$ cat config.mk
export PLATFORM = sky130hd
export DESIGN_NAME = bibtex_entry_token_checker_core_flat
export DESIGN_NICKNAME = d
export VERILOG_FILES = /design/src/bibchk_pkg.sv /design/src/bibchk_if.sv /design/src/bibtex_entry_token_checker_core.sv /design/src/flat_wrapper.sv
export SDC_FILE = /design/constraint.sdc
export NUM_CORES = 1
export LEC_CHECK = 0
export BUFFER_PORTS_ARGS = -buffer_cell sky130_fd_sc_hd__clkbuf_2
export CORE_MARGIN = 2
export CORE_UTILIZATION = 60
export CTS_CLUSTER_SIZE = 10
export DETAILED_ROUTE_END_ITERATION = 12
export GPL_TIMING_DRIVEN = 0
export PLACE_DENSITY = 0.82
export RECOVER_POWER = 50
export SLEW_MARGIN = 20
export SYNTH_ARGS = -nofsm -noshare
export SYNTH_HDL_FRONTEND = slang
export SYNTH_SLANG_ARGS = --single-unit
$ cat constraint.sdc
create_clock -name clk_i -period 4.2 [get_ports clk_i]
set_input_delay 0.42 -clock clk_i [delete_from_list [all_inputs] [get_ports clk_i]]
set_output_delay 0.42 -clock clk_i [all_outputs]
set_load 0.005 [all_outputs]
$ cat src/bibchk_pkg.sv
package bibchk_pkg;

  // Token kinds as they arrive from the tokenizer; also the plain tags.
  localparam logic [3:0] K_ENTRY = 4'd0;
  localparam logic [3:0] K_TEXT  = 4'd1;
  localparam logic [3:0] K_OPEN  = 4'd2;
  localparam logic [3:0] K_CLOSE = 4'd3;
  localparam logic [3:0] K_EQUAL = 4'd4;
  localparam logic [3:0] K_COMMA = 4'd5;
  localparam logic [3:0] K_QUOTE = 4'd6;
  localparam logic [3:0] K_EOF   = 4'd7;
  localparam logic [3:0] K_OTHER = 4'd8;

  // Retagged text tokens.
  localparam logic [3:0] T_TYPE  = 4'd9;
  localparam logic [3:0] T_IDENT = 4'd10;
  localparam logic [3:0] T_KEY   = 4'd11;
  localparam logic [3:0] T_VALUE = 4'd12;

  // Check status codes.
  localparam logic [1:0] ST_OK     = 2'd0;
  localparam logic [1:0] ST_WRONG  = 2'd1;
  localparam logic [1:0] ST_NUMBER = 2'd2;
  localparam logic [1:0] ST_SKIP   = 2'd3;

  typedef enum logic [4:0] {
    PH_ENTRY     = 5'd0,
    PH_TYPE      = 5'd1,
    PH_S_OPEN    = 5'd2,
    PH_S_KEY     = 5'd3,
    PH_S_EQ      = 5'd4,
    PH_S_VAL     = 5'd5,
    PH_S_CLOSE1  = 5'd6,
    PH_S_CLOSE2  = 5'd7,
    PH_OPEN      = 5'd8,
    PH_IDENT     = 5'd9,
    PH_COMMA     = 5'd10,
    PH_KEY_FIRST = 5'd11,
    PH_KEY_LOOP  = 5'd12,
    PH_EQ        = 5'd13,
    PH_VAL       = 5'd14,
    PH_AFTER_NUM = 5'd15,
    PH_VTEXT     = 5'd16,
    PH_VCLOSE    = 5'd17,
    PH_SEP       = 5'd18,
    PH_DONE      = 5'd19,
    PH_ERROR     = 5'd20
  } phase_e;

endpackage

$ cat src/bibchk_if.sv
interface bibchk_tok_if;
  logic       valid;
  logic       ready;
  logic [3:0] token_kind;
  logic       text_is_number;
  logic       text_is_string_keyword;
  logic       last_token;

  modport source (
    output valid, token_kind, text_is_number, text_is_string_keyword, last_token,
    input  ready
  );
  modport sink (
    input  valid, token_kind, text_is_number, text_is_string_keyword, last_token,
    output ready
  );
endinterface

interface bibchk_res_if;
  logic       valid;
  logic       ready;
  logic [3:0] out_tag;
  logic [1:0] check_status;
  logic [3:0] expected_kind;
  logic       is_last;

  modport source (
    output valid, out_tag, check_status, expected_kind, is_last,
    input  ready
  );
  modport sink (
    input  valid, out_tag, check_status, expected_kind, is_last,
    output ready
  );
endinterface

$ cat src/bibtex_entry_token_checker_core.sv
// Bibliography entry token checker.
// tok_i carries one token beat of an entry: its kind, two text flags from the
// tokenizer (parses as a number, equals the string keyword) and a last-token
// mark. res_o returns one beat per token: the final tag (text tokens retagged
// as type, identifier, key or value), a check status, the expected kind on a
// wrong-kind error, and is_last echoed so the receiver can close the entry.
// A token is registered on acceptance, checked against the grammar phase and
// lands in the result register as soon as that register is free. One token
// per cycle is sustained while res_o is ready; the only loop is the grammar
// phase register, updated once per token by a small next-state decode.
// After an error every further token of the entry reports "not checked"
// until the last token, which returns the phase to the entry marker.
// Reset clears both valid bits and puts the phase at "expect entry marker".
// When res_o stalls, the result register holds and the input register still
// takes one more token; tok_i.ready drops only when both stages are full.
module bibtex_entry_token_checker_core
  import bibchk_pkg::*;
(
  input  logic          clk_i,
  input  logic          rst_ni,
  bibchk_tok_if.sink    tok_i,
  bibchk_res_if.source  res_o
);

  // Input stage
  logic       in_valid_q;
  logic [3:0] in_kind_q;
  logic       in_num_q;
  logic       in_kw_q;
  logic       in_last_q;

  // Result stage
  logic       out_valid_q;
  logic [3:0] out_tag_q,    out_tag_d;
  logic [1:0] out_status_q, out_status_d;
  logic [3:0] out_expect_q, out_expect_d;
  logic       out_last_q;

  phase_e     phase_q, phase_d, phase_chk;
  logic [3:0] kind;
  logic       out_free;
  logic       advance;
  logic       accept;

  // Handshake: the input stage drains whenever the result register is free.
  assign out_free    = !out_valid_q || res_o.ready;
  assign advance     = in_valid_q && out_free;
  assign tok_i.ready = !in_valid_q || out_free;
  assign accept      = tok_i.valid && tok_i.ready;

  // Fold kinds beyond the defined range onto "other".
  assign kind = (in_kind_q > K_OTHER) ? K_OTHER : in_kind_q;

  // Next grammar phase, before the end-of-entry override.
  always_comb begin
    unique case (phase_q)
      PH_ENTRY:     phase_chk = (kind == K_ENTRY) ? PH_TYPE : PH_ERROR;
      PH_TYPE: begin
        if (kind == K_TEXT) phase_chk = in_kw_q ? PH_S_OPEN : PH_OPEN;
        else                phase_chk = PH_ERROR;
      end
      PH_S_OPEN:    phase_chk = (kind == K_OPEN)  ? PH_S_KEY    : PH_ERROR;
      PH_S_KEY:     phase_chk = (kind == K_TEXT)  ? PH_S_EQ     : PH_ERROR;
      PH_S_EQ:      phase_chk = (kind == K_EQUAL) ? PH_S_VAL    : PH_ERROR;
      PH_S_VAL:     phase_chk = (kind == K_TEXT)  ? PH_S_CLOSE1 : PH_ERROR;
      PH_S_CLOSE1:  phase_chk = (kind == K_CLOSE) ? PH_S_CLOSE2 : PH_ERROR;
      PH_S_CLOSE2:  phase_chk = (kind == K_CLOSE) ? PH_DONE     : PH_ERROR;
      PH_OPEN:      phase_chk = (kind == K_OPEN)  ? PH_IDENT    : PH_ERROR;
      PH_IDENT:     phase_chk = (kind == K_TEXT)  ? PH_COMMA    : PH_ERROR;
      PH_COMMA:     phase_chk = (kind == K_COMMA) ? PH_KEY_FIRST : PH_ERROR;
      PH_KEY_FIRST: phase_chk = (kind == K_TEXT)  ? PH_EQ       : PH_ERROR;
      PH_KEY_LOOP: begin
        priority if (kind == K_EOF)  phase_chk = PH_DONE;
        else if (kind == K_TEXT)     phase_chk = PH_EQ;
        else                         phase_chk = PH_ERROR;
      end
      PH_EQ:        phase_chk = (kind == K_EQUAL) ? PH_VAL : PH_ERROR;
      PH_VAL: begin
        priority if (kind == K_TEXT)             phase_chk = in_num_q ? PH_AFTER_NUM
                                                                      : PH_ERROR;
        else if (kind == K_OPEN || kind == K_QUOTE)  phase_chk = PH_VTEXT;
        else if (kind == K_COMMA || kind == K_CLOSE) phase_chk = PH_KEY_LOOP;
        else                                         phase_chk = PH_ERROR;
      end
      PH_AFTER_NUM: begin
        priority if (kind == K_OPEN || kind == K_QUOTE) phase_chk = PH_VTEXT;
        else if (kind == K_COMMA || kind == K_CLOSE)    phase_chk = PH_KEY_LOOP;
        else                                            phase_chk = PH_ERROR;
      end
      PH_VTEXT:     phase_chk = (kind == K_TEXT) ? PH_VCLOSE : PH_ERROR;
      PH_VCLOSE:    phase_chk = (kind == K_CLOSE || kind == K_QUOTE) ? PH_SEP : PH_ERROR;
      PH_SEP:       phase_chk = (kind == K_COMMA || kind == K_CLOSE) ? PH_KEY_LOOP
                                                                     : PH_ERROR;
      // Finished, failed and unused phases hold until the entry ends.
      default:      phase_chk = phase_q;
    endcase
  end

  // The last token of an entry always rearms for the next entry marker.
  always_comb begin
    phase_d = phase_q;
    if (advance) phase_d = in_last_q ? PH_ENTRY : phase_chk;
  end

  // Result beat for the token in the input stage.
  always_comb begin
    out_tag_d    = kind;
    out_status_d = ST_OK;
    out_expect_d = K_ENTRY;
    unique case (phase_q)
      PH_ENTRY, PH_S_OPEN, PH_OPEN: begin
        if (phase_chk == PH_ERROR) begin
          out_status_d = ST_WRONG;
          out_expect_d = (phase_q == PH_ENTRY) ? K_ENTRY : K_OPEN;
        end
      end
      PH_S_EQ, PH_EQ: begin
        if (phase_chk == PH_ERROR) begin
          out_status_d = ST_WRONG;
          out_expect_d = K_EQUAL;
        end
      end
      PH_S_CLOSE1, PH_S_CLOSE2, PH_VCLOSE: begin
        if (phase_chk == PH_ERROR) begin
          out_status_d = ST_WRONG;
          out_expect_d = K_CLOSE;
        end
      end
      PH_COMMA, PH_AFTER_NUM, PH_SEP: begin
        if (phase_chk == PH_ERROR) begin
          out_status_d = ST_WRONG;
          out_expect_d = K_COMMA;
        end
      end
      PH_TYPE, PH_S_KEY, PH_S_VAL, PH_IDENT, PH_KEY_FIRST, PH_VTEXT: begin
        if (kind == K_TEXT) begin
          unique case (phase_q)
            PH_TYPE:             out_tag_d = T_TYPE;
            PH_IDENT:            out_tag_d = T_IDENT;
            PH_S_KEY, PH_KEY_FIRST: out_tag_d = T_KEY;
            default:             out_tag_d = T_VALUE;
          endcase
        end else begin
          out_status_d = ST_WRONG;
          out_expect_d = K_TEXT;
        end
      end
      PH_KEY_LOOP: begin
        priority if (kind == K_EOF) begin
          out_status_d = ST_SKIP;
        end else if (kind == K_TEXT) begin
          out_tag_d = T_KEY;
        end else begin
          out_status_d = ST_WRONG;
          out_expect_d = K_TEXT;
        end
      end
      PH_VAL: begin
        priority if (kind == K_TEXT) begin
          // Number text keeps its plain tag; anything else wants a number.
          if (!in_num_q) out_status_d = ST_NUMBER;
        end else if (phase_chk == PH_ERROR) begin
          out_status_d = ST_WRONG;
          out_expect_d = K_COMMA;
        end
      end
      default: out_status_d = ST_SKIP;
    endcase
  end

  // Control registers
  always_ff @(posedge clk_i or negedge rst_ni) begin
    if (!rst_ni) begin
      in_valid_q  <= 1'b0;
      out_valid_q <= 1'b0;
      phase_q     <= PH_ENTRY;
    end else begin
      if (tok_i.ready) in_valid_q <= tok_i.valid;
      if (out_free)    out_valid_q <= in_valid_q;
      phase_q <= phase_d;
    end
  end

  // Payload registers: capture on accept, advance when the result slot frees.
  always_ff @(posedge clk_i) begin
    if (accept) begin
      in_kind_q <= tok_i.token_kind;
      in_num_q  <= tok_i.text_is_number;
      in_kw_q   <= tok_i.text_is_string_keyword;
      in_last_q <= tok_i.last_token;
    end
    if (advance) begin
      out_tag_q    <= out_tag_d;
      out_status_q <= out_status_d;
      out_expect_q <= out_expect_d;
      out_last_q   <= in_last_q;
    end
  end

  assign res_o.valid         = out_valid_q;
  assign res_o.out_tag       = out_tag_q;
  assign res_o.check_status  = out_status_q;
  assign res_o.expected_kind = out_expect_q;
  assign res_o.is_last       = out_last_q;

  // The last token of an entry rearms the grammar.
  a_last_rearms: assert property (@(posedge clk_i) disable iff (!rst_ni)
    advance && in_last_q |=> phase_q == PH_ENTRY)
    else $error("phase not rearmed after last token");

  // An error sticks until the entry ends.
  a_error_sticky: assert property (@(posedge clk_i) disable iff (!rst_ni)
    phase_q == PH_ERROR && !(advance && in_last_q) |=> phase_q == PH_ERROR)
    else $error("error phase left before end of entry");

  // An expected kind is reported only with a wrong-kind status.
  a_expect_only_wrong: assert property (@(posedge clk_i) disable iff (!rst_ni)
    out_valid_q && out_status_q != ST_WRONG |-> out_expect_q == K_ENTRY)
    else $error("expected kind set without wrong-kind status");

  // A missing number is only ever reported on a plain text token.
  a_number_on_text: assert property (@(posedge clk_i) disable iff (!rst_ni)
    out_valid_q && out_status_q == ST_NUMBER |-> out_tag_q == K_TEXT)
    else $error("number status on a non-text token");

endmodule

$ cat src/flat_wrapper.sv
// flat-port wrapper written by rule: the top's interface ports become plain ports
module bibtex_entry_token_checker_core_flat import bibchk_pkg::*;
  (clk_i, rst_ni, tok_i_valid, tok_i_token_kind, tok_i_text_is_number, tok_i_text_is_string_keyword, tok_i_last_token, tok_i_ready, res_o_valid, res_o_out_tag, res_o_check_status, res_o_expected_kind, res_o_is_last, res_o_ready);
  bibchk_tok_if tok_i_i ();
  bibchk_res_if res_o_i ();
  input  logic clk_i;
  input  logic rst_ni;
  input wire logic [$bits(tok_i_i.valid)-1:0] tok_i_valid;
  input wire logic [$bits(tok_i_i.token_kind)-1:0] tok_i_token_kind;
  input wire logic [$bits(tok_i_i.text_is_number)-1:0] tok_i_text_is_number;
  input wire logic [$bits(tok_i_i.text_is_string_keyword)-1:0] tok_i_text_is_string_keyword;
  input wire logic [$bits(tok_i_i.last_token)-1:0] tok_i_last_token;
  output wire logic [$bits(tok_i_i.ready)-1:0] tok_i_ready;
  output wire logic [$bits(res_o_i.valid)-1:0] res_o_valid;
  output wire logic [$bits(res_o_i.out_tag)-1:0] res_o_out_tag;
  output wire logic [$bits(res_o_i.check_status)-1:0] res_o_check_status;
  output wire logic [$bits(res_o_i.expected_kind)-1:0] res_o_expected_kind;
  output wire logic [$bits(res_o_i.is_last)-1:0] res_o_is_last;
  input wire logic [$bits(res_o_i.ready)-1:0] res_o_ready;
  assign tok_i_i.valid = tok_i_valid;
  assign tok_i_i.token_kind = tok_i_token_kind;
  assign tok_i_i.text_is_number = tok_i_text_is_number;
  assign tok_i_i.text_is_string_keyword = tok_i_text_is_string_keyword;
  assign tok_i_i.last_token = tok_i_last_token;
  assign tok_i_ready = tok_i_i.ready;
  assign res_o_valid = res_o_i.valid;
  assign res_o_out_tag = res_o_i.out_tag;
  assign res_o_check_status = res_o_i.check_status;
  assign res_o_expected_kind = res_o_i.expected_kind;
  assign res_o_is_last = res_o_i.is_last;
  assign res_o_i.ready = res_o_ready;
  bibtex_entry_token_checker_core u_core (.clk_i(clk_i), .rst_ni(rst_ni), .tok_i(tok_i_i), .res_o(res_o_i));
endmodule
==> results.toml <==
[yosys]
synth-compound-area-share_pct = 25.3
synth_xor_area_share_pct = 1.72
synth.largest_area_cell = "edfxtp_1"
synthesis.nets = 245
synth_largest_type_area_fraction_pct = 25.1
synth_simple_gate_area_share_pct = 30.0
avgSynthCellArea_um2 = 8.68
adder_cell_share_of_the_synthesized_area_pct = 0
combinational_family_with_the_most_area_after_synthesis = "simple AND/OR/NAND/NOR gates"
netlist_instances = 234
synth_area_leaders = "edfxtp_1 (25%), dfrtp_1 (8.6%), a21oi_1 (3.4%)"
synth.lib_cells_used.distinct = 63
postSynth.asyncResetShare_pct = 29.2
ys_seq_elements = 24
yosys_warnings = 0
synth_top_flop_cell = "edfxtp_1"
synth-seq-area-share_pct = 33.7
synth.area.mux_share_pct = 0.554
synth_enable_flop_cells = 17
syn_area_um2 = 2030

[timing]
fin_crit_sh_pct = 64.4
slew_viol_final = 0
finClkSkew_ps = 2.30
whs_ps = 254
final-setup-viol-count = 0
fmax_mhz = 370
post-route-min-period_ps = 2710
final_hold_viols = 0
grt_setup_unrepaired = "no"
setup-tns-final_ps = 0
timing_worst_slew_pin_value_ps = 642
relSlewSlack_pct = 57.0

[die]
total_die_area_um2 = 3870
design.portCount = 24
initial_utilization_pct = 61.9
die-width_um = 62.2
die_y_um = 62.2
rows = 21
core-area_um2 = 3280

[final_layout]
post_route_cells_drive_above_1_share_pct = 22.6
finish.net_count = 273
insertedDiodeCount = 0
leading_cell_type_in_the_layout_fill_and_taps_excluded = "clkbuf_2"
final_cell_mix = "clkbuf_2 (22), nand2_1 (18), nor2_1 (18)"
utilization_pct = 68.8
syn_to_final_growth_pct = 11.3
final_cells = 307

[worst_setup_path]
crit_path_end_kind = "flop"
critPathMaxFanout = 9
worst_ep_arrival_time_ps = 2810
critical_path_class = "flop to flop"
cp_num_cells = 8
cp_common_cell = "nor4_2"
crit_family = "simple AND/OR/NAND/NOR gates"
start_kind = "flop"
worst_ep_required_time_ps = 4300
crit_path_top_delay_cell = "nor4b_4"
worst-r2r-cell-count = 8
timing.critical_path.buf_inv = 1
critical_path.cell_chain = "buf_6 -> nor4b_4 -> nor2_2 -> a21oi_1 -> o311ai_1 -> nor4_2 -> nor4_2 -> a221o_1"
setup.reg_to_reg.worst_slack_ps = 1490
slowest_delay_ps = 610

[clocking]
cts.reportedPaths.clkPinSlew_ps = 140
cts_num_sinks = 24
latest_clock_arrival_within_the_worst_skew_pair_ps = 330
ctsLongestPathBuffers = 2
cts_tree = "built"
cts_made_buffers = 3
cts_repair_resize_count = 0
ctsHtreeMaxLevel = 1
ctsRootBufferMaster = "clkbuf_4"

[power_and_ir_drop]
net-switching-power_uw = 595
max-vdd-ir-drop_uv = 362
powerDensity_nw_per_um2 = 589
intPower_uw = 737
comb_power_share_pct = 62.4
power.clock.fraction_pct = 13.1
power_leakage_uw = 0.000848
power_switching_share_pct = 44.7
design_power_total_uw = 1330
seq_power_share_pct = 24.5

[global_routing]
antenna_found_initial = 0
global_route_wire_length_before_repair_um = 9470
vias_in_the_first_global_route = 1908
met3_usage_pct = 4.71
pin_count_of_the_biggest_net_entering_global_routing = 15
overflow_after_grt = 0
gr-max-usage-layer = "met2"
grt.total_usage_pct = 30.9
grt_util_met1_pct = 40.5
gr-usage-met2_pct = 51.5

[route]
routed_wl_um = 5630
dr_total_vias = 2058
final_antenna_net_count = 0
drt_iter0_drc = 248
first_pass_iters = 5
drc = 0
detail_route.wl_per_cell_um = 18.3
viasPerCell = 6.70

[placement]
gpl.final_weighted_congestion = 1.12
numPortBuffers = 22
dp_cells = 302
hpwlAfterDp_um = 4120

[worst_hold_path]
holdCritPathClass = "input port to flop"
hold_path_depth = 1

[outcome]
result_of_the_run = "completed"

[flow_run]
cap_violations = 0
per-stage QoR:
stage / area (um^2) / setup WS [ps]
2_1_floorplan: 2030 / 1930
3_3_place_gp: 2200 / 1560
3_5_place_dp: 2200 / 1580
4_1_cts: 2260 / 1560
5_1_grt: 2260 / 1380
6_report: 2260 / 1490
per-layer routing:
metal	vias to the layer above	wire length (um)
li1	926	-
met1	978	2170
met2	130	2660
met3	24	567
met4	0	229
met5	-	0
power groups by stage:
stage	sequential [uW]	clock (uW)	combinational (uW)
after detailed placement	331	0	807
after floorplan	332	0	610
after global placement	331	0	801
after global routing	331	182	903
after CTS	326	172	813
final	326	175	831
synth_stat cells, drive strengths merged (2+ instances only):
cell type  number
buf            19
nor2           19
nand2          18
edfxtp         17
o21ai          16
a21oi          14
nand2b          8
nor3            8
clkbuf          7
dfrtp           7
nor2b           7
and2            6
nor3b           6
nor4            5
o32ai           5
or2             5
inv             4
o22ai           4
a211oi          3
a31oi           3
nand3           3
nand3b          3
nand4           3
nor4b           3
o2111ai         3
o211ai          3
o21a            3
o31ai           3
a22o            2
a32oi           2
and4bb          2
or3             2
xnor2           2
xor2            2
path summary, 6_finish.rpt:
check                                               from                                      to
setup reg to reg           u_core.in_kind_q[1]$_DFFE_PP_  u_core.res_o.check_status[0]$_DFFE_PP_
hold / removal                       tok_i_token_kind[3]           u_core.in_kind_q[3]$_DFFE_PP_
min in group asynchronous                         rst_ni           u_core.phase_q[2]$_DFFE_PN0P_
max in group asynchronous                         rst_ni           u_core.phase_q[0]$_DFFE_PN0P_
setup / recovery           u_core.in_kind_q[1]$_DFFE_PP_  u_core.res_o.check_status[0]$_DFFE_PP_
hold reg to reg            u_core.in_valid_q$_DFFE_PN0N_          u_core.res_o.valid$_DFFE_PN0P_
layout make-up:
class	instances	area (um^2)
inverters	5	18.8
multi-input cells	179	1170
well taps	46	57.6
repair buffers	23	119
plain buffers	26	154
flip-flops and latches	24	686
clock buffers	3	22.5
fillers	263	1020
clock inverters	1	30.0
flip-flops by register name, indices dropped and copies added (netlist names), 2 cells and up:
register	flops
u_core.in_kind_q	4
u_core.phase_q	5
u_core.res_o.check_status	2
u_core.res_o.expected_kind	3
u_core.res_o.out_tag	4
repair_timing:
| item | CTS | global route |
|---|---|---|
| hold buffers | 1 | 0 |
| hold endpoints to repair | 7 | 0 |
| buffers inserted | 0 | 0 |
worst reg2reg max path, stage by stage, from the launching register on:
cell	delay, ps
edfxtp_1	410
buf_6	150
nor4b_4	610
nor2_2	50
a21oi_1	160
o311ai_1	150
nor4_2	470
nor4_2	150
a221o_1	330
kinds of logic after synthesis:
family | after synthesis
AOI/OAI and AO/OA | 71
xor gates and xnor gates | 4
buffers and inverters | 31
DFF | 24
muxes | 1
other | 1
and+or+nand+nor | 102
Power figures use the tool's default switching activity.
